==> src/hw/rtl/mpe_pkg.sv <==
// ----------------------------------------------------------------------------
// mpe_pkg
// Types, constants and fixed-point helpers shared by the escape-time engine.
// ----------------------------------------------------------------------------
package mpe_pkg;

    // Fixed-point format of coordinates and iterates: signed Q4.FRAC_BITS.
    localparam int FRAC_BITS   = 28;
    localparam int VAL_W       = FRAC_BITS + 4;
    localparam int COORD_BITS  = 12;
    localparam int SIZE_W      = 13;
    localparam int STEP_W      = 29;
    localparam int ITER_W      = 16;
    localparam int SAT_W       = 48;
    localparam int QUEUE_DEPTH = 2;
    localparam int ADDR_W      = 5;

    // Register indexes on the configuration port.
    localparam logic [2:0] REG_IMAGE_WIDTH  = 3'd0;
    localparam logic [2:0] REG_IMAGE_HEIGHT = 3'd1;
    localparam logic [2:0] REG_MAX_ITER     = 3'd2;
    localparam logic [2:0] REG_OFFSET_X     = 3'd3;
    localparam logic [2:0] REG_OFFSET_Y     = 3'd4;
    localparam logic [2:0] REG_STEP_X       = 3'd5;
    localparam logic [2:0] REG_STEP_Y       = 3'd6;

    typedef logic signed [VAL_W-1:0] val_t;
    typedef logic [VAL_W-2:0]        mag_t;

    typedef struct packed {
        val_t cx;
        val_t cy;
    } point_t;

    typedef struct packed {
        logic [SIZE_W-1:0] image_width;
        logic [SIZE_W-1:0] image_height;
        logic [ITER_W-1:0] max_iter;
        val_t              offset_x;
        val_t              offset_y;
        logic [STEP_W-1:0] step_x;
        logic [STEP_W-1:0] step_y;
    } cfg_t;

    localparam val_t VAL_MAX = {1'b0, {(VAL_W-1){1'b1}}};
    localparam val_t VAL_MIN = {1'b1, {(VAL_W-1){1'b0}}};
    localparam logic signed [SAT_W-1:0] SAT_HI = SAT_W'(VAL_MAX);
    localparam logic signed [SAT_W-1:0] SAT_LO = SAT_W'(VAL_MIN);

    // Clamp a wide exact sum into the Q4 range.
    function automatic val_t sat_val(input logic signed [SAT_W-1:0] v);
        val_t r;
        if (v > SAT_HI)
        begin
            r = VAL_MAX;
        end
        else if (v < SAT_LO)
        begin
            r = VAL_MIN;
        end
        else
        begin
            r = v[VAL_W-1:0];
        end
        return r;
    endfunction

    // Scale an exact magnitude product back to Q4 and clamp to the largest value.
    function automatic mag_t fix_mag(input logic [2*VAL_W-1:0] p);
        mag_t r;
        if (|p[2*VAL_W-1:FRAC_BITS+VAL_W-1])
        begin
            r = '1;
        end
        else
        begin
            r = p[FRAC_BITS+VAL_W-2:FRAC_BITS];
        end
        return r;
    endfunction

endpackage

==> src/hw/rtl/mpe_queue.sv <==
// ----------------------------------------------------------------------------
// mpe_queue
// Small FIFO of mapped points between the front end and the iteration engine.
// ----------------------------------------------------------------------------
module mpe_queue
    import mpe_pkg::*;
#(
    parameter int DEPTH = QUEUE_DEPTH
)
(
    input  logic   clk,
    input  logic   rst_n,
    input  logic   in_valid,
    output logic   in_ready,
    input  point_t in_data,
    output logic   out_valid,
    input  logic   out_ready,
    output point_t out_data
);

    localparam int PTR_W = $clog2(DEPTH);
    localparam int CNT_W = $clog2(DEPTH + 1);

    point_t           mem [DEPTH];
    logic [PTR_W-1:0] wr_ptr_reg, wr_ptr_next;
    logic [PTR_W-1:0] rd_ptr_reg, rd_ptr_next;
    logic [CNT_W-1:0] count_reg, count_next;
    logic             push, pop;

    assign in_ready  = (count_reg != CNT_W'(DEPTH));
    assign out_valid = (count_reg != '0);
    assign out_data  = mem[rd_ptr_reg];
    assign push      = in_valid && in_ready;
    assign pop       = out_valid && out_ready;

    always_comb
    begin
        wr_ptr_next = wr_ptr_reg;
        rd_ptr_next = rd_ptr_reg;
        count_next  = count_reg;
        if (push)
        begin
            wr_ptr_next = (wr_ptr_reg == PTR_W'(DEPTH - 1)) ? '0 : wr_ptr_reg + 1'b1;
        end
        if (pop)
        begin
            rd_ptr_next = (rd_ptr_reg == PTR_W'(DEPTH - 1)) ? '0 : rd_ptr_reg + 1'b1;
        end
        if (push && !pop)
        begin
            count_next = count_reg + 1'b1;
        end
        else if (pop && !push)
        begin
            count_next = count_reg - 1'b1;
        end
    end

    always_ff @(posedge clk or negedge rst_n)
    begin
        if (!rst_n)
        begin
            wr_ptr_reg <= '0;
            rd_ptr_reg <= '0;
            count_reg  <= '0;
        end
        else
        begin
            wr_ptr_reg <= wr_ptr_next;
            rd_ptr_reg <= rd_ptr_next;
            count_reg  <= count_next;
        end
    end

    always_ff @(posedge clk)
    begin
        if (push)
        begin
            mem[wr_ptr_reg] <= in_data;
        end
    end

endmodule

==> config.mk <==
export PLATFORM = sky130hd
export DESIGN_NAME = mpe_queue
export DESIGN_NICKNAME = d
export VERILOG_FILES = /design/src/hw/rtl/mpe_pkg.sv /design/src/hw/rtl/mpe_queue.sv
export SDC_FILE = /design/constraint.sdc
export NUM_CORES = 1
export LEC_CHECK = 0
export BUFFER_PORTS_ARGS = -buffer_cell sky130_fd_sc_hd__buf_2
export CAP_MARGIN = 20
export CORE_MARGIN = 5
export CORE_UTILIZATION = 47
export DETAILED_ROUTE_END_ITERATION = 7
export PLACE_DENSITY = 0.78
export SLEW_MARGIN = 10
export SYNTH_ARGS = -nofsm -noshare
export SYNTH_HDL_FRONTEND = slang
export SYNTH_SLANG_ARGS = --single-unit
export TNS_END_PERCENT = 20
==> constraint.sdc <==
create_clock -name clk -period 3.59 [get_ports clk]
set_input_delay 0.718 -clock clk [delete_from_list [all_inputs] [get_ports clk]]
set_output_delay 0.718 -clock clk [all_outputs]
set_load 0.05 [all_outputs]
## Word-level counts from Yosys, hierarchy flattened

Memories as Yosys holds them, arrays and structs flattened.
Cells that the tools add are included.

- Add/subtract/negate cells: 4
- Equality and inequality tests: 1
- Mux-type cells: 6
- Reduce and logical (&&, ||, !) cells: 8

Operators with widths:

| cell | count |
|---|---|
| $logic_and 1x1->1 | 4 |
| $mux 1 | 4 |
| $mux 2 | 2 |
| $reduce_bool 2->1 | 2 |
| $add 1x1->1 const B | 2 |
| $add 2x1->2 const B | 1 |
| $logic_not 1->1 | 2 |
| $ne 2x2->1 const B | 1 |
| $sub 2x1->2 const B | 1 |

- Register bits: 4
- RAM bits: 128
- Word-level logic and storage cells: 23
- Memories: 1

Memory list:

| name | words | bits a word | rd ports | clocked after Yosys merged registers in | wr ports | RTL line | text |
|---|---|---|---|---|---|---|---|
| mem | 2 | 64 | 1 | 0 | 1 | mpe_queue.sv:24 | `point_t mem [DEPTH];` |

## Depth between registers and ports, before layout

Gate-level depths: netlist (run 1).

- Word-level depth: 6
- Depth in mapped cells: 7
- Depth with buffers taken out: 7

## Worst setup path before layout (run 1)

OpenSTA, ideal clock, no wires.

- Kind: register to register
- Start point: register count_reg[0]
- End point: memory mem[0][0] (netlist name), enable pin
- Setup time: 0.487 ns
- Data arrival time: 3.746 ns
- Data required time: 3.103 ns
- Setup slack: -0.643 ns
- Cell stages (with the launch flop): 4
- Path buffers: 0
- Period minus slack after synthesis: 4.233 ns
- Cells stage by stage: dfrtp_1 > nand2b_1 > nand2_1 > nor2_1

- Word-level cells in the longest chain between the ends: 4

RTL lines:

| what | RTL line | text |
|---|---|---|
| start: declaration | mpe_queue.sv:27 | `logic [CNT_W-1:0] count_reg, count_next;` |
| start signal: assignment | mpe_queue.sv:71 | `count_reg <= count_next;` |
| $ne 2x2->1 | mpe_queue.sv:30 | `assign in_ready = (count_reg != CNT_W'(DEPTH));` |
| via in_ready | mpe_queue.sv:14 | `output logic in_ready,` |
| $logic_and 1x1->1 | mpe_queue.sv:33 | `assign push = in_valid && in_ready;` |
| $mux 1 | mpe_queue.sv:77 | `if (push)` |
| $mux 1 (implied by the code) | mpe_queue.sv:79 | `mem[wr_ptr_reg] <= in_data;` |
| end: declaration | mpe_queue.sv:24 |  |

The timed path passes the listed nets, and every way through them passes these cells.

==> results of run 1 <==
==> synthesized netlist by cell type <==
| library cell | instances | area share |
|---|---|---|
| nor2_1 | 2 | 0.0015 |
| and3_1 | 1 | 0.0012 |
| buf_2 | 1 | 0.0010 |
| nand2_1 | 2 | 0.0015 |
| dfrtp_1 | 4 | 0.020 |
| xor2_1 | 2 | 0.0035 |
| or2_1 | 1 | 0.0012 |
| inv_1 | 1 | 0.00075 |
| ha_1 | 1 | 0.0025 |
| mux2_4 | 50 | 0.15 |
| xnor2_1 | 3 | 0.0052 |
| nand2b_1 | 1 | 0.0012 |
| buf_6 | 6 | 0.013 |
| mux2_2 | 14 | 0.031 |
| edfxtp_1 | 128 | 0.77 |
==> through the flow <==
stage,worst slack (ns),hold slack [ns]
floorplan,0.422,0.422
detailed placement,1.16,0.479
CTS,0.603,0.372
global route,0.549,0.363
global placement,1.18,0.472
finish,0.654,0.408
==> layout by cell type (no fill, tap or decap), drive strengths merged, types with 2 or more instances in the layout <==
| cell type | instances |
|---|---|
| clkbuf | 21 |
| xor2 | 2 |
| edfxtp | 128 |
| nand2 | 2 |
| dfrtp | 4 |
| xnor2 | 3 |
| mux2 | 64 |
| nor2 | 2 |
| bufinv | 4 |
| clkinv | 6 |
| buf | 137 |
==> layer usage <==
layer,wire (um),global-route usage,vias to the layer above
met5,0,0,-
met4,78,0.0545,0
met3,666,0.0545,11
met2,4480,0.242,99
li1,-,-,1160
met1,3650,0.172,1228
==> final timing paths <==
| path | slack, ns | to | from |
|---|---|---|---|
| max | 0.65 | out_data[39] | rd_ptr_reg$_DFFE_PN0P_ |
| min | 0.41 | mem[0][9]$_DFFE_PP_ | in_data[9] |
| max reg2reg | 1.68 | mem[0][31]$_DFFE_PP_ | count_reg[0]$_DFFE_PN0P_ |
| min reg2reg | 0.49 | count_reg[1]$_DFFE_PN0P_ | count_reg[1]$_DFFE_PN0P_ |
| max in group asynchronous | 2.89 | rd_ptr_reg$_DFFE_PN0P_ | rst_n |
| min in group asynchronous | 0.56 | wr_ptr_reg$_DFFE_PN0P_ | rst_n |
==> report_power, final <==
group	total (mW)	internal, mW	leakage, nW	switching [mW]
sequential	2.30	2.11	1.23	0.184
clock	1.69	1.12	0.285	0.574
combinational	2.61	0.842	1.07	1.76
==> cell type report <==
| class | count | area share |
|---|---|---|
| clock buffer | 21 | 0.0664 |
| clock inverter | 11 | 0.0246 |
| sequential | 132 | 0.611 |
| tap | 136 | 0.0263 |
| inverter | 1 | 0.000581 |
| timing repair buffer | 138 | 0.115 |
| multi-input combinational | 77 | 0.156 |
==> kinds of logic after synthesis <==
| kind of cell | after synthesis |
|---|---|
| and+or+nand+nor | 7 |
| adders and majority gates | 1 |
| muxes | 64 |
| xor gates and xnor gates | 5 |
| buffers and inverters | 8 |
| DFF | 132 |
==> repair_timing <==
item | CTS | global route
hold endpoints to repair | 4 | 0
hold buffers | 1 | 0
setup endpoints to repair | 0 | 0
setup buffers | 0 | 0
==> summary.txt, run 1 <==
Route
  • DRC: 0
  • Via Count: 2498
  • Routed WL per cell: 17.2 um
  • DR iter-0 viols: 114
  • Drt pass-1 iters: 6
  • Routed wire length: 8.88 mm
  • Vias/cell: 4.84
  • Remaining antenna violation count: 0

Die
  • Chip width: 113 um
  • Core ar.: 0.0104 sq mm
  • Cell Rows: 37
  • Die Area: 0.0128 sq mm
  • Initial core utilization: 0.484
  • Height of the chip: 113 um
  • I/O pins: 134

Synthesis
  • Warning count from the yosys run: 0
  • Cell Area, Synth: 0.00502 sq mm
  • Gate Count Post-Synth: 217
  • Sequential share of the synthesized area: 0.786
  • Post-synthesis adder-cell area fraction: 0.00249
  • Post-Synth XOR/XNOR Area: 0.00873
  • Syn_area_per_cell: about 23 sq um
  • Proportion of synthesized area in mux cells: 0.181
  • Post-synth cell types: 15
  • Synth Register Bits: 132
  • Synth Area in Simple Gates: 0.00673
  • Compound-Gate Fraction of Synth Area: 0
  • Synthesized netlist net count: 286
  • Largest family of logic cells by synthesized area: multiplexers

Layout
  • Ant. Diodes: 0
  • Share of layout cells above drive strength 1: 0.605
  • Max reg flops: 128
  • Final net count: 436
  • Layout fillers: roughly 760
  • Post-route cell area: between 0.006 and 0.007 sq mm
  • Final Non-Filler Cells: 516
  • Final core utilization: 0.623
  • Register Area: 0.00395 sq mm
  • Layout area overhead: 28.7%
  • Area of the multi-input gates: 0.00101 sq mm

Hold path
  • Worst hold path depth: 1
  • Hold Path Class: in2reg

GRT
  • Largest net degree at the start of global routing: 46
  • Initial antenna violation count: 0
  • Vias in the first global route: roughly 2700
  • Total GRT Usage: 0.145
  • Total gr overflow: 0
  • First-pass GRT wire length: 13.9 mm

CTS
  • Worst-Skew Late Latency: 0.49 ns
  • CTS sink cnt: 132
  • Total CTS buffers: 17
  • Post-cts resize count: 0
  • CTS max path bufs: 2
  • Clk root buf: clkbuf_8
  • H-tree lvl count: 4
  • TritonCTS clock tree: yes
  • Reg clk slew, reported paths: approximately 0.06 ns

Status
  • Status: finished clean

Critical path
  • R2R depth: 4
  • Slowest-stage cell, CP: dfrtp_4
  • Crit path kind: reg2out
  • Worst Path Max Fanout: 31
  • Arrival time worst endpoint: 2.22 ns
  • Worst path depth: 3
  • Critical path's top delay family: flip-flops
  • Worst Setup Start Kind: flip-flop
  • Critical path required time: 2.87 ns
  • Largest stage delay on the critical path: 0.79 ns
  • Worst Setup End Kind: output pin
  • WP buf/inv: 2
  • Worst-path cell chain: buf_4 > mux2_2 > buf_2

Placed design
  • Number of port buffers: 133
  • Post-DP HPWL: 6.02 mm
  • Gpl congestion: between 0.7 and 0.8
  • Post-DP Area: between 0.005 and 0.006 sq mm
  • Post-Place Cells: 483

Timing
  • Setup TNS: 0 ns
  • Maximum clock rate: 0.341 GHz
  • Min Tclk post-route: 2.94 ns
  • RSZ-0062 raised after global routing: false
  • Final hold vios: 0
  • Worst-Margin Slew: just over 0.6 ns
  • Slew Limit Fails: 0
  • Final period util: 0.818
  • Setup Viol. Count Final: 0
  • Slew margin rel.: 0.585
  • Clock skew: 0.00550 ns

Power and ir drop
  • Total Power: around 6.6 mW
  • Total leakage power: 2.59 nW
  • Max VDD drop: 0.600 mV
  • Pwr per Cell Area: slightly above 1000 mW/mm^2

Job
  • Max-cap violations: 0
Note: power is estimated with default switching activity, not from simulation.
==> run 2, diff against run 1 <==
--- a/config.mk
+++ b/config.mk
@@ -8,9 +8,9 @@
 export BUFFER_PORTS_ARGS = -buffer_cell sky130_fd_sc_hd__buf_2
 export CAP_MARGIN = 20
 export CORE_MARGIN = 5
-export CORE_UTILIZATION = 47
+export CORE_UTILIZATION = 50
 export DETAILED_ROUTE_END_ITERATION = 7
-export PLACE_DENSITY = 0.78
+export PLACE_DENSITY = 0.79
 export SLEW_MARGIN = 10
 export SYNTH_ARGS = -nofsm -noshare
 export SYNTH_HDL_FRONTEND = slang
==> constraint.sdc (replaced) <==
create_clock -name clk -period 2.8 [get_ports clk]
set_input_delay 0.56 -clock clk [delete_from_list [all_inputs] [get_ports clk]]
set_output_delay 0.56 -clock clk [all_outputs]
set_load 0.05 [all_outputs]
==> run 2 against run 1 <==
Compared with the run above: sequential share of layout area grew 0.75 points; cell count unchanged; via count is 0.28% higher; non-clock buffer count grew 3; first-iteration DRC count down 19%; power rose by 24%; cell area shrank 1.2%; critical endpoint is now out_data[50]; highest routed layer unchanged.
==> summary.txt, run 2 (same netlist as run 1, synthesis figures left out) <==
CTS
  • Worst-Skew Late Latency: 0.50 ns (about the same)
  • Clk root buf: clkbuf_8
  • H-tree lvl count: 4 (unchanged)
  • TritonCTS clock tree: yes
  • CTS sink cnt: 132 (unchanged)
  • Reg clk slew, reported paths: 0.06 ns (about the same)
  • Post-cts resize count: 0 (unchanged)
  • Hold buffers post-CTS: 1 (unchanged)
  • CTS max path bufs: 2 (unchanged)
  • # Post-CTS Setup Buffers: 0 (unchanged)
  • Total CTS buffers: 17 (unchanged)

Timing
  • Hold Slack: 0.242 ns (-0.167 ns)
  • Setup TNS: 0 ns (unchanged)
  • Slew margin rel.: 0.691 (+0.106)
  • Final hold vios: 0 (unchanged)
  • Min Tclk post-route: 2.63 ns
  • Slew Limit Fails: 0 (unchanged)
  • Clock skew: 0.00493 ns (-0.000569 ns)
  • Setup Viol. Count Final: 0 (unchanged)
  • Final period util: 0.938
  • Maximum clock rate: 0.381 GHz
  • RSZ-0062 raised after global routing: false
  • Worst-Margin Slew: 0.463 ns (-0.157 ns)

Layout
  • Register Area: 0.00395 sq mm (unchanged)
  • Final net count: 439 (+0.69%)
  • Commonest cells after routing, fill and taps aside: buf_2 (133), edfxtp_1 (128), mux2_4 (50)
  • Share of layout cells above drive strength 1: 0.608 (+0.00309)
  • Layout area overhead: 27.2%
  • Commonest non-fill, non-tap cell in the layout: buf_2
  • Area of the multi-input gates: 0.00101 sq mm (unchanged)
  • Ant. Diodes: 0 (unchanged)
  • Layout fillers: 694 (-8.6%)
  • Max reg flops: 128 (unchanged)
  • Final Non-Filler Cells: 516 (unchanged)

Route
  • Via Count: 2505 (+0.28%)
  • Drt pass-1 iters: 4 (-2)
  • Vias/cell: 4.85 (+0.28%)
  • Routed wl met2: 4.30 mm (-4.1%)
  • Met3 wire length: 621 um (-6.8%)
  • M1 wire length: 3.42 mm (-6.3%)
  • Highest routed layer: met4
  • DR iter-0 viols: 92 (-19%)
  • Routed wire length: 8.49 mm (-4.3%)
  • Remaining antenna violation count: 0 (unchanged)
  • Routed WL per cell: 16.5 um (-4.3%)
  • DRC: 0 (unchanged)

Placed design
  • Gpl congestion: 0.703 (-2.4%)
  • Post-Place Cells: 483 (unchanged)
  • Number of port buffers: 133 (unchanged)
  • Post-DP HPWL: 5.75 mm (-4.5%)

Critical path
  • Arrival time worst endpoint: 2.07 ns (-0.15 ns)
  • Worst Path Max Fanout: 26 (-16%)
  • Worst Setup Start Kind: flip-flop
  • Worst Setup End Kind: output pin
  • Critical path required time: 2.24 ns (-0.63 ns)
  • Crit path kind: reg2out

Job
  • Max-cap violations: 0 (unchanged)

Die
  • I/O pins: 134 (unchanged)
  • Cell Rows: 36 (-2.7%)
  • Die Area: 0.0121 sq mm (-5.5%)
  • Core ar.: 0.00977 sq mm (-5.7%)
  • Height of the chip: 110 um (-2.8%)
  • Initial core utilization: 0.513 (+0.0295)
  • Chip width: 110 um (-2.8%)

Power and ir drop
  • Total leakage power: 2.57 nW (-0.99%)
  • Max VDD drop: 0.636 mV (+6.1%)
  • Total Power: 8.16 mW (+24%)
  • Pwr per Cell Area: 1280 mW/mm^2 (+25%)

Status
  • Status: finished clean

GRT
  • Initial antenna violation count: 0 (unchanged)
  • Vias in the first global route: 2738 (+1.5%)
  • Total GRT Usage: 0.147 (+0.00197)
  • First-pass GRT wire length: 13.1 mm (-5.8%)
  • Total gr overflow: 0 (unchanged)
  • Largest net degree at the start of global routing: 35 (-24%)

Hold path
  • Hold Path Class: in2reg
run 2: cell count changes in the layout (fill, tap and decap cells not counted), sizes merged:
cell,previous run,this run
clkinvlp,1,2
bufinv,4,1
buf,137,140
clkinv,6,9
clkbuf,21,20
run 2: final cells by class:
cell class	instances	area share
Clock inverter	12	0.0141
Timing Repair Buffer	141	0.116
Multi-Input combinational cell	77	0.158
Clock buffer	20	0.0667
Inverter	1	0.000588
Tap cell	133	0.0261
Sequential cell	132	0.619
run 2: worst max-delay path: stages, from the launching register on:
cell     delay, ns
dfrtp_4       0.69
buf_4         0.31
mux2_2        0.35
buf_2         0.21
run 2: stage by stage:
step / worst slack (ns) / utilization / area (sq um)
after floorplan: -0.134 / - / 5030
after global placement: 0.678 / 0.599 / 5860
after CTS: 0.109 / 0.653 / 6380
final: 0.174 / 0.653 / 6380
after global routing: 0.0775 / 0.653 / 6380
after detailed placement: 0.665 / 0.599 / 5860
run 2: final timing paths:
| check | startpoint | end | depth (start not counted) | slack, ns |
|---|---|---|---|---|
| max | rd_ptr_reg$_DFFE_PN0P_ | out_data[50] | 3 | 0.17 |
| min | in_data[39] | mem[0][39]$_DFFE_PP_ | 1 | 0.24 |
| max reg2reg | count_reg[0]$_DFFE_PN0P_ | mem[0][50]$_DFFE_PP_ | 4 | 1.18 |
| min reg2reg | count_reg[1]$_DFFE_PN0P_ | count_reg[1]$_DFFE_PN0P_ | 1 | 0.49 |
| max in group asynchronous | rst_n | rd_ptr_reg$_DFFE_PN0P_ | 2 | 2.27 |
| min in group asynchronous | rst_n | count_reg[1]$_DFFE_PN0P_ | 2 | 0.39 |
run 2: report_power, final:
part	internal [mW]	total [mW]	leakage, nW	switching (mW)
logic	1.07	3.37	1.08	2.29
registers	2.71	2.91	1.23	0.202
clock network	1.16	1.88	0.251	0.723
run 2: per-layer routing:
metal	GRT usage	up-vias
li1	-	1171
met1	0.172	1221
met2	0.243	98
met3	0.0542	15
met4	0.0686	0
met5	0	-
==> run 3, diff against run 2 <==
--- a/config.mk
+++ b/config.mk
@@ -10,7 +10,7 @@
 export CORE_MARGIN = 5
 export CORE_UTILIZATION = 50
 export DETAILED_ROUTE_END_ITERATION = 7
-export PLACE_DENSITY = 0.79
+export PLACE_DENSITY = 0.74
 export SLEW_MARGIN = 10
 export SYNTH_ARGS = -nofsm -noshare
 export SYNTH_HDL_FRONTEND = slang
==> run 3 against run 2 <==
Compared with the run above: non-clock buffer count rose by 1; critical path depth unchanged; sequential power about the same; register-to-register slack got worse by 0.06 ns; largest power group unchanged; wire length up 4.3%.
==> summary.txt, run 3 (same netlist as run 1, synthesis figures left out) <==
CTS
  • TritonCTS clock tree: yes
  • Reg clk slew, reported paths: 0.06 ns (about the same)
  • Post-cts resize count: 0 (unchanged)
  • CTS max path bufs: 2 (unchanged)
  • CTS sink cnt: 132 (unchanged)
  • H-tree lvl count: 4 (unchanged)
  • Worst-Skew Late Latency: 0.49 ns (about the same)
  • Clk root buf: clkbuf_8
  • Total CTS buffers: 17 (unchanged)

Route
  • Routed wire length: 8.85 mm (+4.3%)
  • DR iter-0 viols: 96 (+4.3%)
  • Drt pass-1 iters: 4 (unchanged)
  • Via Count: 2478 (-1.1%)
  • Vias/cell: 4.79 (-1.3%)
  • Routed WL per cell: 17.1 um (+4.1%)
  • Remaining antenna violation count: 0 (unchanged)
  • DRC: 0 (unchanged)

Die
  • Height of the chip: 110 um (unchanged)
  • Core ar.: 0.00977 sq mm (unchanged)
  • Cell Rows: 36 (unchanged)
  • Initial core utilization: 0.513 (unchanged)
  • Die Area: 0.0121 sq mm (unchanged)
  • I/O pins: 134 (unchanged)
  • Chip width: 110 um (unchanged)

Placed design
  • Number of port buffers: 133 (unchanged)
  • Post-DP HPWL: 5.79 mm (+0.66%)
  • Pre-CTS setup slack: 0.569 ns (-0.0956 ns)
  • Gpl congestion: 0.715 (+1.8%)

Critical path
  • Critical path required time: 2.24 ns (about the same)
  • Worst-path cell chain: buf_4 > mux2_2 > buf_2
  • R2R depth: 7 (+3)
  • Slowest-stage cell, CP: dfrtp_4
  • Worst Path Max Fanout: 16 (-38%)
  • Arrival time worst endpoint: 1.98 ns (-0.09 ns)
  • Worst Setup Start Kind: flip-flop
  • Crit path kind: reg2out
  • Critical R2R Launch: count_reg[0]$_DFFE_PN0P_
  • Largest stage delay on the critical path: 0.64 ns (-0.05 ns)
  • R2R Setup Slk: 1.12 ns (-0.06 ns)
  • Critical R2R Capture: count_reg[1]$_DFFE_PN0P_
  • Worst Setup End Kind: output pin

Timing
  • Final period util: 0.906 (-0.0316)
  • Slew Limit Fails: 0 (unchanged)
  • Setup Viol. Count Final: 0 (unchanged)
  • RSZ-0062 raised after global routing: false
  • Worst-Margin Slew: 0.559 ns (+0.0960 ns)
  • Slew margin rel.: 0.627 (-0.0640)
  • Clock skew: 0.00702 ns (+0.00209 ns)
  • Final hold vios: 0 (unchanged)
  • Hold Slack: 0.258 ns (+0.0162 ns)
  • Min Tclk post-route: 2.54 ns (-0.0884 ns)
  • Maximum clock rate: 0.394 GHz (+3.5%)
  • Final WS setup: 0.262 ns (+0.0884 ns)

Layout
  • Max reg flops: 128 (unchanged)
  • Commonest non-fill, non-tap cell in the layout: buf_2
  • Share of layout cells above drive strength 1: 0.617 (+0.00883)
  • Register Area: 0.00395 sq mm (unchanged)
  • Commonest cells after routing, fill and taps aside: buf_2 (133), edfxtp_1 (128), mux2_4 (50)
  • Layout fillers: 689 (-0.72%)
  • Area of the multi-input gates: 0.00101 sq mm (unchanged)
  • Ant. Diodes: 0 (unchanged)
  • Layout area overhead: 28.3%
  • Final net count: 440 (+0.23%)

GRT
  • Initial antenna violation count: 0 (unchanged)
  • First-pass GRT wire length: 13.0 mm (-0.74%)
  • Vias in the first global route: 2695 (-1.6%)
  • Total gr overflow: 0 (unchanged)
  • Total GRT Usage: 0.146 (-0.000718)
  • Largest net degree at the start of global routing: 42 (+20%)

Power and ir drop
  • Max VDD drop: 0.701 mV (+10%)
  • Pwr per Cell Area: 1300 mW/mm^2 (+1.4%)
  • Total leakage power: 2.59 nW (+1.1%)
  • Total Power: 8.35 mW (+2.4%)

Hold path
  • Hold Path Sink: mem[0][1]$_DFFE_PP_
  • Hold Path Class: in2reg
  • Hold Startpoint: in_data[1]
  • Worst hold path depth: 1 (unchanged)

Status
  • Status: finished clean

Job
  • Max-cap violations: 0 (unchanged)
run 3: critical path, delay by kind of cell (launching register included):
family	cells	cell delay, ns
mux	1	0.36
flops	1	0.64
buf+inv	2	0.48
run 3: worst max path at each step:
stage | from | end | slack [ns] | cells after the start
after floorplan | count_reg[0]$_DFFE_PN0P_ | mem[1][0]$_DFFE_PP_ | -0.13 | 2
final | rd_ptr_reg$_DFFE_PN0P_ | out_data[44] | 0.26 | 3
after global placement | rd_ptr_reg$_DFFE_PN0P_ | out_data[48] | 0.60 | 3
after CTS | rd_ptr_reg$_DFFE_PN0P_ | out_data[44] | 0.03 | 3
after global routing | rd_ptr_reg$_DFFE_PN0P_ | out_data[44] | 0.18 | 3
after detailed placement | rd_ptr_reg$_DFFE_PN0P_ | out_data[44] | 0.57 | 3
run 3: through the flow:
step           cells  cell area, sq um  utilization  TNS (ns)
6_report         517              6440        0.659         0
5_1_grt          517              6440        0.659         0
4_1_cts          516              6420        0.657         0
3_5_place_dp     483              5860        0.599         0
3_3_place_gp     483              5860        0.599         0
2_1_floorplan    217              5030            -     -8.58
run 3: routing by layer:
metal / GRT usage / part of all wire
met3: 0.0536 / 0.087
met1: 0.163 / 0.37
met4: 0.0528 / 0.0056
met2: 0.258 / 0.54
met5: 0 / 0
run 3: cell type report:
type | count | share of cell area
Inverter | 1 | 0.000583
Multi-Input combinational cell | 77 | 0.156
Tap cell | 133 | 0.0258
Clock inverter | 14 | 0.0214
Clock buffer | 18 | 0.0649
Sequential cell | 132 | 0.613
Timing Repair Buffer | 142 | 0.118
run 3: power breakdown:
group,switching (mW),leakage (nW),internal (mW)
logic,2.33,1.09,1.10
clock network,0.762,0.270,1.26
registers,0.188,1.23,2.71
total,3.28,2.59,5.07
run 3: what timing repair did:
item	CTS	global route
endpoints found under the setup margin	0	6
endpoints found under the hold margin	4	0
buffers inserted	0	1
hold buffers	1	0
